===== src/rtl/memory_pressure_level_monitor_macros.svh =====
// ---------------------------------------------------------------------------
// assertion macros shared by the memory pressure monitor
// every macro samples on clk and is off while rst_n is low
// ---------------------------------------------------------------------------
`ifndef MEMORY_PRESSURE_LEVEL_MONITOR_MACROS_SVH
`define MEMORY_PRESSURE_LEVEL_MONITOR_MACROS_SVH

// condition holds at every clock edge out of reset
`define MPLM_ASSERT_ALWAYS(lbl, cond, msg) \
  lbl: assert property (@(posedge clk) disable iff (!rst_n) (cond)) else $error(msg);

// antecedent in one cycle implies consequent in the same cycle
`define MPLM_ASSERT_IMPL(lbl, ante, cons, msg) \
  lbl: assert property (@(posedge clk) disable iff (!rst_n) (ante) |-> (cons)) else $error(msg);

// antecedent in one cycle implies consequent in the next cycle
`define MPLM_ASSERT_NEXT(lbl, ante, cons, msg) \
  lbl: assert property (@(posedge clk) disable iff (!rst_n) (ante) |=> (cons)) else $error(msg);

`endif


===== src/rtl/mplm_pkg.sv =====
// ---------------------------------------------------------------------------
// mplm_pkg
// types, register map and constants of the memory pressure level monitor
// ---------------------------------------------------------------------------
`timescale 1ns / 1ps

package mplm_pkg;

  // width of one byte-count reading
  localparam int BYTE_COUNT_BITS = 24;
  localparam int TIME_W          = 32;
  localparam int PERIOD_W        = 16;
  localparam int ADDR_W          = 5;
  localparam int DATA_W          = 32;

  // register map, index = paddr / 4
  typedef enum logic [2:0] {
    REG_WARN   = 3'd0,
    REG_CRIT   = 3'd1,
    REG_EMER   = 3'd2,
    REG_HYST   = 3'd3,
    REG_PERIOD = 3'd4
  } reg_idx_t;

  // register reset values
  localparam logic [BYTE_COUNT_BITS-1:0] WARN_RESET   = BYTE_COUNT_BITS'(32768);
  localparam logic [BYTE_COUNT_BITS-1:0] CRIT_RESET   = BYTE_COUNT_BITS'(16384);
  localparam logic [BYTE_COUNT_BITS-1:0] EMER_RESET   = BYTE_COUNT_BITS'(8192);
  localparam logic [BYTE_COUNT_BITS-1:0] HYST_RESET   = BYTE_COUNT_BITS'(4096);
  localparam logic [PERIOD_W-1:0]        PERIOD_RESET = PERIOD_W'(1000);

  // pressure levels
  typedef enum logic [1:0] {
    LVL_NORMAL    = 2'd0,
    LVL_WARN      = 2'd1,
    LVL_CRITICAL  = 2'd2,
    LVL_EMERGENCY = 2'd3
  } lvl_t;

  // event codes
  typedef enum logic [1:0] {
    EV_NONE      = 2'd0,
    EV_ESCALATE  = 2'd1,
    EV_STEP_DOWN = 2'd2
  } ev_t;

  // period scale per level
  localparam logic [2:0] SCALE_BASE = 3'd1;
  localparam logic [2:0] SCALE_CRIT = 3'd2;
  localparam logic [2:0] SCALE_EMER = 3'd5;

  // configuration registers
  typedef struct packed {
    logic [BYTE_COUNT_BITS-1:0] warn_threshold;
    logic [BYTE_COUNT_BITS-1:0] critical_threshold;
    logic [BYTE_COUNT_BITS-1:0] emergency_threshold;
    logic [BYTE_COUNT_BITS-1:0] hysteresis_bytes;
    logic [PERIOD_W-1:0]        sample_period_ms;
  } cfg_t;

  // input item
  typedef struct packed {
    logic [TIME_W-1:0]          now_ms;
    logic [BYTE_COUNT_BITS-1:0] free_bytes;
    logic [BYTE_COUNT_BITS-1:0] min_free_bytes;
    logic [BYTE_COUNT_BITS-1:0] largest_block_bytes;
  } in_item_t;

  // result item
  typedef struct packed {
    logic [1:0]                 pressure_level;
    logic [2:0]                 scale_factor;
    logic                       sampled;
    logic [1:0]                 event_code;
    logic [BYTE_COUNT_BITS-1:0] stored_free;
    logic [BYTE_COUNT_BITS-1:0] stored_min_free;
    logic [BYTE_COUNT_BITS-1:0] stored_largest;
  } out_item_t;

  // monitor state carried from item to item
  typedef struct packed {
    logic [TIME_W-1:0]          last_time;
    logic                       sampled_before;
    lvl_t                       level;
    logic [BYTE_COUNT_BITS-1:0] held_free;
    logic [BYTE_COUNT_BITS-1:0] held_min_free;
    logic [BYTE_COUNT_BITS-1:0] held_largest;
  } mon_state_t;

endpackage


===== src/rtl/mplm_cfg.sv =====
// ---------------------------------------------------------------------------
// mplm_cfg
// register file behind the configuration bus: thresholds, hysteresis, period
// ---------------------------------------------------------------------------
`timescale 1ns / 1ps

module mplm_cfg (
  input  logic                        clk,
  input  logic                        rst_n,
  input  logic                        cfg_psel,
  input  logic                        cfg_penable,
  input  logic                        cfg_pwrite,
  input  logic [mplm_pkg::ADDR_W-1:0] cfg_paddr,
  input  logic [mplm_pkg::DATA_W-1:0] cfg_pwdata,
  output logic [mplm_pkg::DATA_W-1:0] cfg_prdata,
  output logic                        cfg_pready,
  output mplm_pkg::cfg_t              cfg
);
  import mplm_pkg::*;

  cfg_t       cfg_r;
  cfg_t       cfg_nxt;
  logic       wr_en;
  reg_idx_t   idx;

  assign cfg_pready = 1'b1;
  assign wr_en      = cfg_psel && cfg_penable && cfg_pwrite;
  assign idx        = reg_idx_t'(cfg_paddr[ADDR_W-1:2]);

  // register write decode
  always_comb begin
    cfg_nxt = cfg_r;
    if (wr_en) begin
      case (idx)
        REG_WARN:   cfg_nxt.warn_threshold      = cfg_pwdata[BYTE_COUNT_BITS-1:0];
        REG_CRIT:   cfg_nxt.critical_threshold  = cfg_pwdata[BYTE_COUNT_BITS-1:0];
        REG_EMER:   cfg_nxt.emergency_threshold = cfg_pwdata[BYTE_COUNT_BITS-1:0];
        REG_HYST:   cfg_nxt.hysteresis_bytes    = cfg_pwdata[BYTE_COUNT_BITS-1:0];
        REG_PERIOD: cfg_nxt.sample_period_ms    = cfg_pwdata[PERIOD_W-1:0];
        default:    cfg_nxt = cfg_r;
      endcase
    end
  end

  always_ff @(posedge clk) begin
    if (!rst_n) begin
      cfg_r.warn_threshold      <= WARN_RESET;
      cfg_r.critical_threshold  <= CRIT_RESET;
      cfg_r.emergency_threshold <= EMER_RESET;
      cfg_r.hysteresis_bytes    <= HYST_RESET;
      cfg_r.sample_period_ms    <= PERIOD_RESET;
    end else begin
      cfg_r <= cfg_nxt;
    end
  end

  // read mux
  always_comb begin
    case (idx)
      REG_WARN:   cfg_prdata = DATA_W'(cfg_r.warn_threshold);
      REG_CRIT:   cfg_prdata = DATA_W'(cfg_r.critical_threshold);
      REG_EMER:   cfg_prdata = DATA_W'(cfg_r.emergency_threshold);
      REG_HYST:   cfg_prdata = DATA_W'(cfg_r.hysteresis_bytes);
      REG_PERIOD: cfg_prdata = DATA_W'(cfg_r.sample_period_ms);
      default:    cfg_prdata = '0;
    endcase
  end

  assign cfg = cfg_r;

endmodule


===== src/rtl/mplm_eval.sv =====
// ---------------------------------------------------------------------------
// mplm_eval
// per-item decision: sample gate, target level, hysteresis step-down
// ---------------------------------------------------------------------------
`timescale 1ns / 1ps

module mplm_eval (
  input  mplm_pkg::cfg_t       cfg,
  input  mplm_pkg::in_item_t   item,
  input  mplm_pkg::mon_state_t st,
  output mplm_pkg::mon_state_t st_nxt,
  output mplm_pkg::out_item_t  result
);
  import mplm_pkg::*;

  logic [TIME_W-1:0]          diff;
  logic                       too_early;
  logic                       take;
  lvl_t                       tgt;
  logic [BYTE_COUNT_BITS-1:0] entry;
  logic [BYTE_COUNT_BITS:0]   release_lvl;
  logic                       can_step;
  lvl_t                       lvl_new;
  ev_t                        ev;

  // signed wrapping time compare against the sample period
  assign diff      = item.now_ms - st.last_time;
  assign too_early = st.sampled_before &&
                     (diff[TIME_W-1] || (diff < TIME_W'(cfg.sample_period_ms)));
  assign take      = !too_early;

  // target level, most severe threshold first
  always_comb begin
    if (item.free_bytes < cfg.emergency_threshold) begin
      tgt = LVL_EMERGENCY;
    end else if (item.free_bytes < cfg.critical_threshold) begin
      tgt = LVL_CRITICAL;
    end else if (item.free_bytes < cfg.warn_threshold) begin
      tgt = LVL_WARN;
    end else begin
      tgt = LVL_NORMAL;
    end
  end

  // entry threshold of the current level
  always_comb begin
    case (st.level)
      LVL_EMERGENCY: entry = cfg.emergency_threshold;
      LVL_CRITICAL:  entry = cfg.critical_threshold;
      LVL_WARN:      entry = cfg.warn_threshold;
      default:       entry = '0;
    endcase
  end

  // one bit wider so the sum cannot wrap
  assign release_lvl = {1'b0, entry} + {1'b0, cfg.hysteresis_bytes};
  assign can_step    = {1'b0, item.free_bytes} > release_lvl;

  // level update
  always_comb begin
    lvl_new = st.level;
    ev      = EV_NONE;
    if (take) begin
      if (tgt > st.level) begin
        lvl_new = tgt;
        ev      = EV_ESCALATE;
      end else if ((tgt < st.level) && can_step) begin
        lvl_new = lvl_t'(st.level - 2'd1);
        ev      = EV_STEP_DOWN;
      end
    end
  end

  // next state
  always_comb begin
    st_nxt       = st;
    st_nxt.level = lvl_new;
    if (take) begin
      st_nxt.last_time      = item.now_ms;
      st_nxt.sampled_before = 1'b1;
      st_nxt.held_free      = item.free_bytes;
      st_nxt.held_min_free  = item.min_free_bytes;
      st_nxt.held_largest   = item.largest_block_bytes;
    end
  end

  // result item
  always_comb begin
    result.pressure_level  = lvl_new;
    result.sampled         = take;
    result.event_code      = ev;
    result.stored_free     = st_nxt.held_free;
    result.stored_min_free = st_nxt.held_min_free;
    result.stored_largest  = st_nxt.held_largest;
    case (lvl_new)
      LVL_CRITICAL:  result.scale_factor = SCALE_CRIT;
      LVL_EMERGENCY: result.scale_factor = SCALE_EMER;
      default:       result.scale_factor = SCALE_BASE;
    endcase
  end

endmodule


===== src/rtl/memory_pressure_level_monitor.sv =====
// ---------------------------------------------------------------------------
// memory_pressure_level_monitor
// four-level memory pressure monitor with hysteresis on the way down
// ---------------------------------------------------------------------------
// Usage:
//   Input channel in_valid / in_stall / in_data carries a timestamp and three
//   free-memory readings; an item is taken when in_valid is high and in_stall
//   is low. Each input item yields exactly one result item on out_valid /
//   out_stall / out_data: pressure level, period scale, sampled flag, event
//   code and the last accepted readings.
//   An item passes one input register, then the decision logic into the
//   result register. Throughput is one item per cycle while out_stall is
//   low, set by the single state update per item inside the decision stage.
//   While the receiver stalls, the result register holds and one more item
//   can wait in the input register; in_stall rises only when both are full.
//   Reset (rst_n low, synchronous) loads the threshold reset values, clears
//   the level to normal, the held readings to zero and empties both stages.
//   Configuration writes over the cfg_ bus take effect on the next edge and
//   are meant for when the block is idle.
// ---------------------------------------------------------------------------
`timescale 1ns / 1ps

module memory_pressure_level_monitor (
  input  logic                        clk,
  input  logic                        rst_n,
  input  logic                        in_valid,
  output logic                        in_stall,
  input  mplm_pkg::in_item_t          in_data,
  output logic                        out_valid,
  input  logic                        out_stall,
  output mplm_pkg::out_item_t         out_data,
  input  logic                        cfg_psel,
  input  logic                        cfg_penable,
  input  logic                        cfg_pwrite,
  input  logic [mplm_pkg::ADDR_W-1:0] cfg_paddr,
  input  logic [mplm_pkg::DATA_W-1:0] cfg_pwdata,
  output logic [mplm_pkg::DATA_W-1:0] cfg_prdata,
  output logic                        cfg_pready
);
  import mplm_pkg::*;
  `include "memory_pressure_level_monitor_macros.svh"

  cfg_t       cfg;
  logic       s1_valid_r;
  logic       s1_valid_nxt;
  in_item_t   s1_item_r;
  logic       out_valid_r;
  logic       out_valid_nxt;
  out_item_t  out_item_r;
  mon_state_t st_r;
  mon_state_t st_nxt;
  out_item_t  result;
  logic       in_take;
  logic       s2_adv;

  // configuration registers
  mplm_cfg u_cfg (
    .clk         (clk),
    .rst_n       (rst_n),
    .cfg_psel    (cfg_psel),
    .cfg_penable (cfg_penable),
    .cfg_pwrite  (cfg_pwrite),
    .cfg_paddr   (cfg_paddr),
    .cfg_pwdata  (cfg_pwdata),
    .cfg_prdata  (cfg_prdata),
    .cfg_pready  (cfg_pready),
    .cfg         (cfg)
  );

  // decision logic between input register and result register
  mplm_eval u_eval (
    .cfg    (cfg),
    .item   (s1_item_r),
    .st     (st_r),
    .st_nxt (st_nxt),
    .result (result)
  );

  // handshake
  assign s2_adv   = s1_valid_r && (!out_valid_r || !out_stall);
  assign in_stall = s1_valid_r && out_valid_r && out_stall;
  assign in_take  = in_valid && !in_stall;

  always_comb begin
    s1_valid_nxt = s1_valid_r;
    if (in_take) begin
      s1_valid_nxt = 1'b1;
    end else if (s2_adv) begin
      s1_valid_nxt = 1'b0;
    end
  end

  always_comb begin
    out_valid_nxt = out_valid_r;
    if (s2_adv) begin
      out_valid_nxt = 1'b1;
    end else if (!out_stall) begin
      out_valid_nxt = 1'b0;
    end
  end

  // valid flags and monitor state
  always_ff @(posedge clk) begin
    if (!rst_n) begin
      s1_valid_r  <= 1'b0;
      out_valid_r <= 1'b0;
      st_r        <= '{last_time: '0, sampled_before: 1'b0, level: LVL_NORMAL,
                       held_free: '0, held_min_free: '0, held_largest: '0};
    end else begin
      s1_valid_r  <= s1_valid_nxt;
      out_valid_r <= out_valid_nxt;
      if (s2_adv) begin
        st_r <= st_nxt;
      end
    end
  end

  // payload registers
  always_ff @(posedge clk) begin
    if (in_take) begin
      s1_item_r <= in_data;
    end
    if (s2_adv) begin
      out_item_r <= result;
    end
  end

  assign out_valid = out_valid_r;
  assign out_data  = out_item_r;

  // checks on the decision stage
  `MPLM_ASSERT_IMPL(a_event_needs_sample, out_valid_r && (out_item_r.event_code != EV_NONE), out_item_r.sampled, "level event on an item that was not sampled")
  `MPLM_ASSERT_NEXT(a_level_tracks_result, s2_adv, st_r.level == lvl_t'(out_item_r.pressure_level), "level state differs from last result")
  `MPLM_ASSERT_IMPL(a_scale_matches, out_valid_r, (out_item_r.scale_factor == SCALE_EMER) == (out_item_r.pressure_level == LVL_EMERGENCY), "scale does not match level")
  `MPLM_ASSERT_IMPL(a_stall_only_full, in_stall, s1_valid_r && out_valid_r, "input stalled with a free stage")
  `MPLM_ASSERT_NEXT(a_sampled_sticks, st_r.sampled_before, st_r.sampled_before, "sampled flag cleared without reset")

endmodule


===== config.mk =====
export PLATFORM = sky130hd
export DESIGN_NAME = memory_pressure_level_monitor
export DESIGN_NICKNAME = d
export VERILOG_FILES = /design/src/rtl/mplm_pkg.sv /design/src/rtl/mplm_cfg.sv /design/src/rtl/mplm_eval.sv /design/src/rtl/memory_pressure_level_monitor.sv
export VERILOG_INCLUDE_DIRS = /design/src /design/src/rtl
export SDC_FILE = /design/constraint.sdc
export NUM_CORES = 1
export LEC_CHECK = 0
export BUFFER_PORTS_ARGS = -buffer_cell sky130_fd_sc_hd__buf_2
export CAP_MARGIN = 20
export CORE_MARGIN = 1
export CORE_UTILIZATION = 35
export DETAILED_ROUTE_END_ITERATION = 8
export PLACE_DENSITY_LB_ADDON = 0.3
export REMOVE_ABC_BUFFERS = 1
export SLEW_MARGIN = 25
export SYNTH_ARGS = -nofsm -noshare
export SYNTH_HDL_FRONTEND = slang
export SYNTH_HIERARCHICAL = 1
export SYNTH_SLANG_ARGS = --single-unit
export TNS_END_PERCENT = 20

===== constraint.sdc =====
create_clock -name clk -period 18.94 [get_ports clk]
set_input_delay 1.894 -clock clk [delete_from_list [all_inputs] [get_ports clk]]
set_output_delay 1.894 -clock clk [all_outputs]
set_load 0.005 [all_outputs]

==> metrics.txt <==
placeable core area 65700 um2; total number of vias 16800; Final Max Tran Viols 0; end of the worst hold path st_r[13]$_SDFFE_PN0P_; RSZ-0062 raised after global routing no; reg2reg setup slack 11320 ps; CP required 19460 ps; Met3 Wirelength 3270 um; final worst-path cycle share 0.403; Port Buf Inserts 243; R2R Path End st_r[73]$_SDFFE_PN0P_; DRC violations left 0; Post-synth EDFFs 184; post_cts resized 0; DR WL/cell 18.8 um; vias per cell 5.11; maxcap violations 0; post-synthesis sequential area ratio 0.428; setup repair bufs after CTS 0; status finished clean; CTS tree done; Worst Setup End Kind flip-flop; HP Start st_r[13]$_SDFFE_PN0P_; Clock Skew 34.9 ps; crit path kind reg2reg; Reg clk slew, reported paths 60 ps; highest metal used met5; initial antenna violation count 5; DIE AREA 67500 um2; Hold Path Class reg2reg; post-synth cell types 87; Final HPWL DP 43700 um; Die Y 260 um; power per cell area 83.4 nW/um2; vias in the first global route 16700; layout cells sized above 1 0.183; net count reported at finish 2710; Peak Freq 131 MHz; CP peak stage delay 890 ps; Syn Area/Cell 10.3 um2; H-tree depth 2; cell area after synthesis 23300 um2; register area 9950 um2; Hold Vio Cnt, Final 0; setup_tns 0 ps; Post-DRT Antenna Nets 0; Ys Warns 6; area growth from synthesis to layout 11.9%; Worst R2R Start st_r[73]$_SDFFE_PN0P_; total power 2.17 mW; hold-critical path depth 2; Initial DRC Count 1124; TritonCTS buffer count 47; worst skew pair latency 600 ps; startpoint class of the critical path flip-flop; GR Overflow Total 0; I/O pins 263; initial core utilization 0.354; Worst slew margin 0.228; minimum clock period 7620 ps; worst-path fanout max 24; clk sinks 405; die span in x 260 um; Critical-path top delay cell a221oi_1; Final GP Congestion 0.902; # hold bufs at CTS 0; asr flop ratio synth 0; Leakage Power 10.6 nW; Synth Register Bits 405; gr usage total 0.179; Core Rows 94; multi-input logic area 11500 um2; final setup vio count 0; Met1 Wirelength 27000 um; Slew @ Worst Pin 1160 ps; DRT Pass-1 Iters 7; CP arrival 8150 ps; deepest clock path buffer count 3; Clock Tree Root clkbuf_16; post-synthesis cell count 2267; first-pass GRT wire length 94300 um; Routed WL 62000 um; ys flop type dfxtp_1; largest net degree at the start of global routing 133; metal2 WL 30100 um; worst vdd ir 0.0539 mV; fillers 6455; R2R depth 30
Yosys cell counts (17+ instances only):
cell        n  area (um2)
a21oi_1    60         300
buf_4     104         781
mux2_2     17         191
nor2b_1    22         138
nand2_1   406        1520
o21ai_0    85         425
buf_2      28         140
clkbuf_1   42         158
dfxtp_1   221        4420
a222oi_1   23         230
inv_1     151         567
buf_6      17         191
edfxtp_1  184        5530
mux2i_1   226        2260
xnor2_1    27         236
nand3_1    23         115
xor2_1     18         158
mux2_4     55         826
a221o_1    19         190
a21o_1     54         405
nand4_1    22         138
nor2_1     73         274
ha_1      169        2110
worst max-delay path: cells and delay by family (launching register included):
kind / cells / cell delay (ps)
AO/OA/AOI/OAI: 15 / 4370
AND/OR/NAND/NOR: 7 / 1310
adder cells (fa/ha/maj): 3 / 710
buffers and inverters: 3 / 570
flip-flops: 1 / 340
multiplexers: 1 / 150
XOR/XNOR: 1 / 100
through the flow:
step / utilization / cell area, um2 / hold slack (ps) / setup slack [ps] / cells
after global placement: 0.372 / 24500 / 440 / 11580 / 3204
after detailed placement: 0.373 / 24500 / 448 / 11350 / 3206
after global routing: 0.396 / 26000 / 474 / 10550 / 3295
final: 0.396 / 26000 / 454 / 11320 / 3295
after CTS: 0.396 / 26000 / 458 / 11290 / 3294
after floorplan: - / 22000 / 432 / 10310 / 2081
layout make-up:
| type | count | share of cell area |
|---|---|---|
| Inverter | 152 | 0.0221 |
| Sequential cell | 405 | 0.382 |
| Clock inverter | 18 | 0.00735 |
| Antenna cell | 1 | 0.0000961 |
| Timing Repair Buffer | 261 | 0.0538 |
| Clock buffer | 70 | 0.0512 |
| Multi-Input combinational cell | 1524 | 0.442 |
| Tap cell | 864 | 0.0415 |
metal layers:
layer  vias to the layer above  GRT usage
li1                       8209          -
met1                      8103      0.225
met2                       427      0.308
met3                        92     0.0321
met4                         6     0.0556
met5                         -          0
placed cells by master (no fill, tap or decap), types with 7 or more instances in the layout:
master     netlist  final
o211a_1          8      8
nand2b_1        13     13
clkbuf_8         0      7
a21oi_1         60     60
xnor2_1         27     27
a211oi_1        13     13
o21ai_0         85     85
mux2i_1        226    226
xor2_1          18     18
and2_1          10      9
nand3_1         23     23
conb_1           3     10
dfxtp_1        221    221
nand2_1        406    406
ha_1           169    169
o211ai_1        13     13
mux2_4          55     55
nand4_1         22     22
clkbuf_1        42     16
a222oi_1        23     23
o2bb2ai_1       16     16
a31oi_1          7      7
a221o_1         19     19
buf_4          104     15
inv_1          151    151
edfxtp_1       184    184
mux4_2           8      8
clkbuf_16        0     47
mux2_2          17     17
buf_2           28    242
a21o_1          54     54
nor3_1          11     11
o21a_1          13     13
nor2_1          73     71
nor2b_1         22     21
worst max-delay path by stage:
stage / from / endpoint
after floorplan: out_stall / st_r[0]$_SDFFE_PN0P_
after global placement: st_r[73]$_SDFFE_PN0P_ / out_data[75]$_DFFE_PP_
after detailed placement: st_r[73]$_SDFFE_PN0P_ / st_r[73]$_SDFFE_PN0P_
after CTS: st_r[73]$_SDFFE_PN0P_ / st_r[73]$_SDFFE_PN0P_
after global routing: st_r[73]$_SDFFE_PN0P_ / st_r[73]$_SDFFE_PN0P_
final: st_r[73]$_SDFFE_PN0P_ / st_r[73]$_SDFFE_PN0P_
sequential cells by signal, indices dropped and copies added, names as in the netlist:
signal,flops
u_cfg/cfg,112
out_data,80
out_valid,1
st_r,107
s1_item_r,104
s1_valid_r,1
power breakdown:
part	internal (mW)	total [mW]	leakage, nW	switching [mW]
clock	0.518	0.894	0.742	0.376
sequential	0.960	0.983	3.56	0.0230
combinational	0.121	0.293	6.28	0.172
logic make-up after synthesis:
family                     after synthesis  synth area share
AOI/OAI and AO/OA                      378             0.118
buffers and inverters                  345            0.0804
xor gates and xnor gates                45            0.0169
adders and majority gates              171            0.0927
muxes                                  306             0.149
and+or+nand+nor                        614             0.115
other                                    3          0.000484
DFF                                    405             0.428
Power figures use the tool's default switching activity.
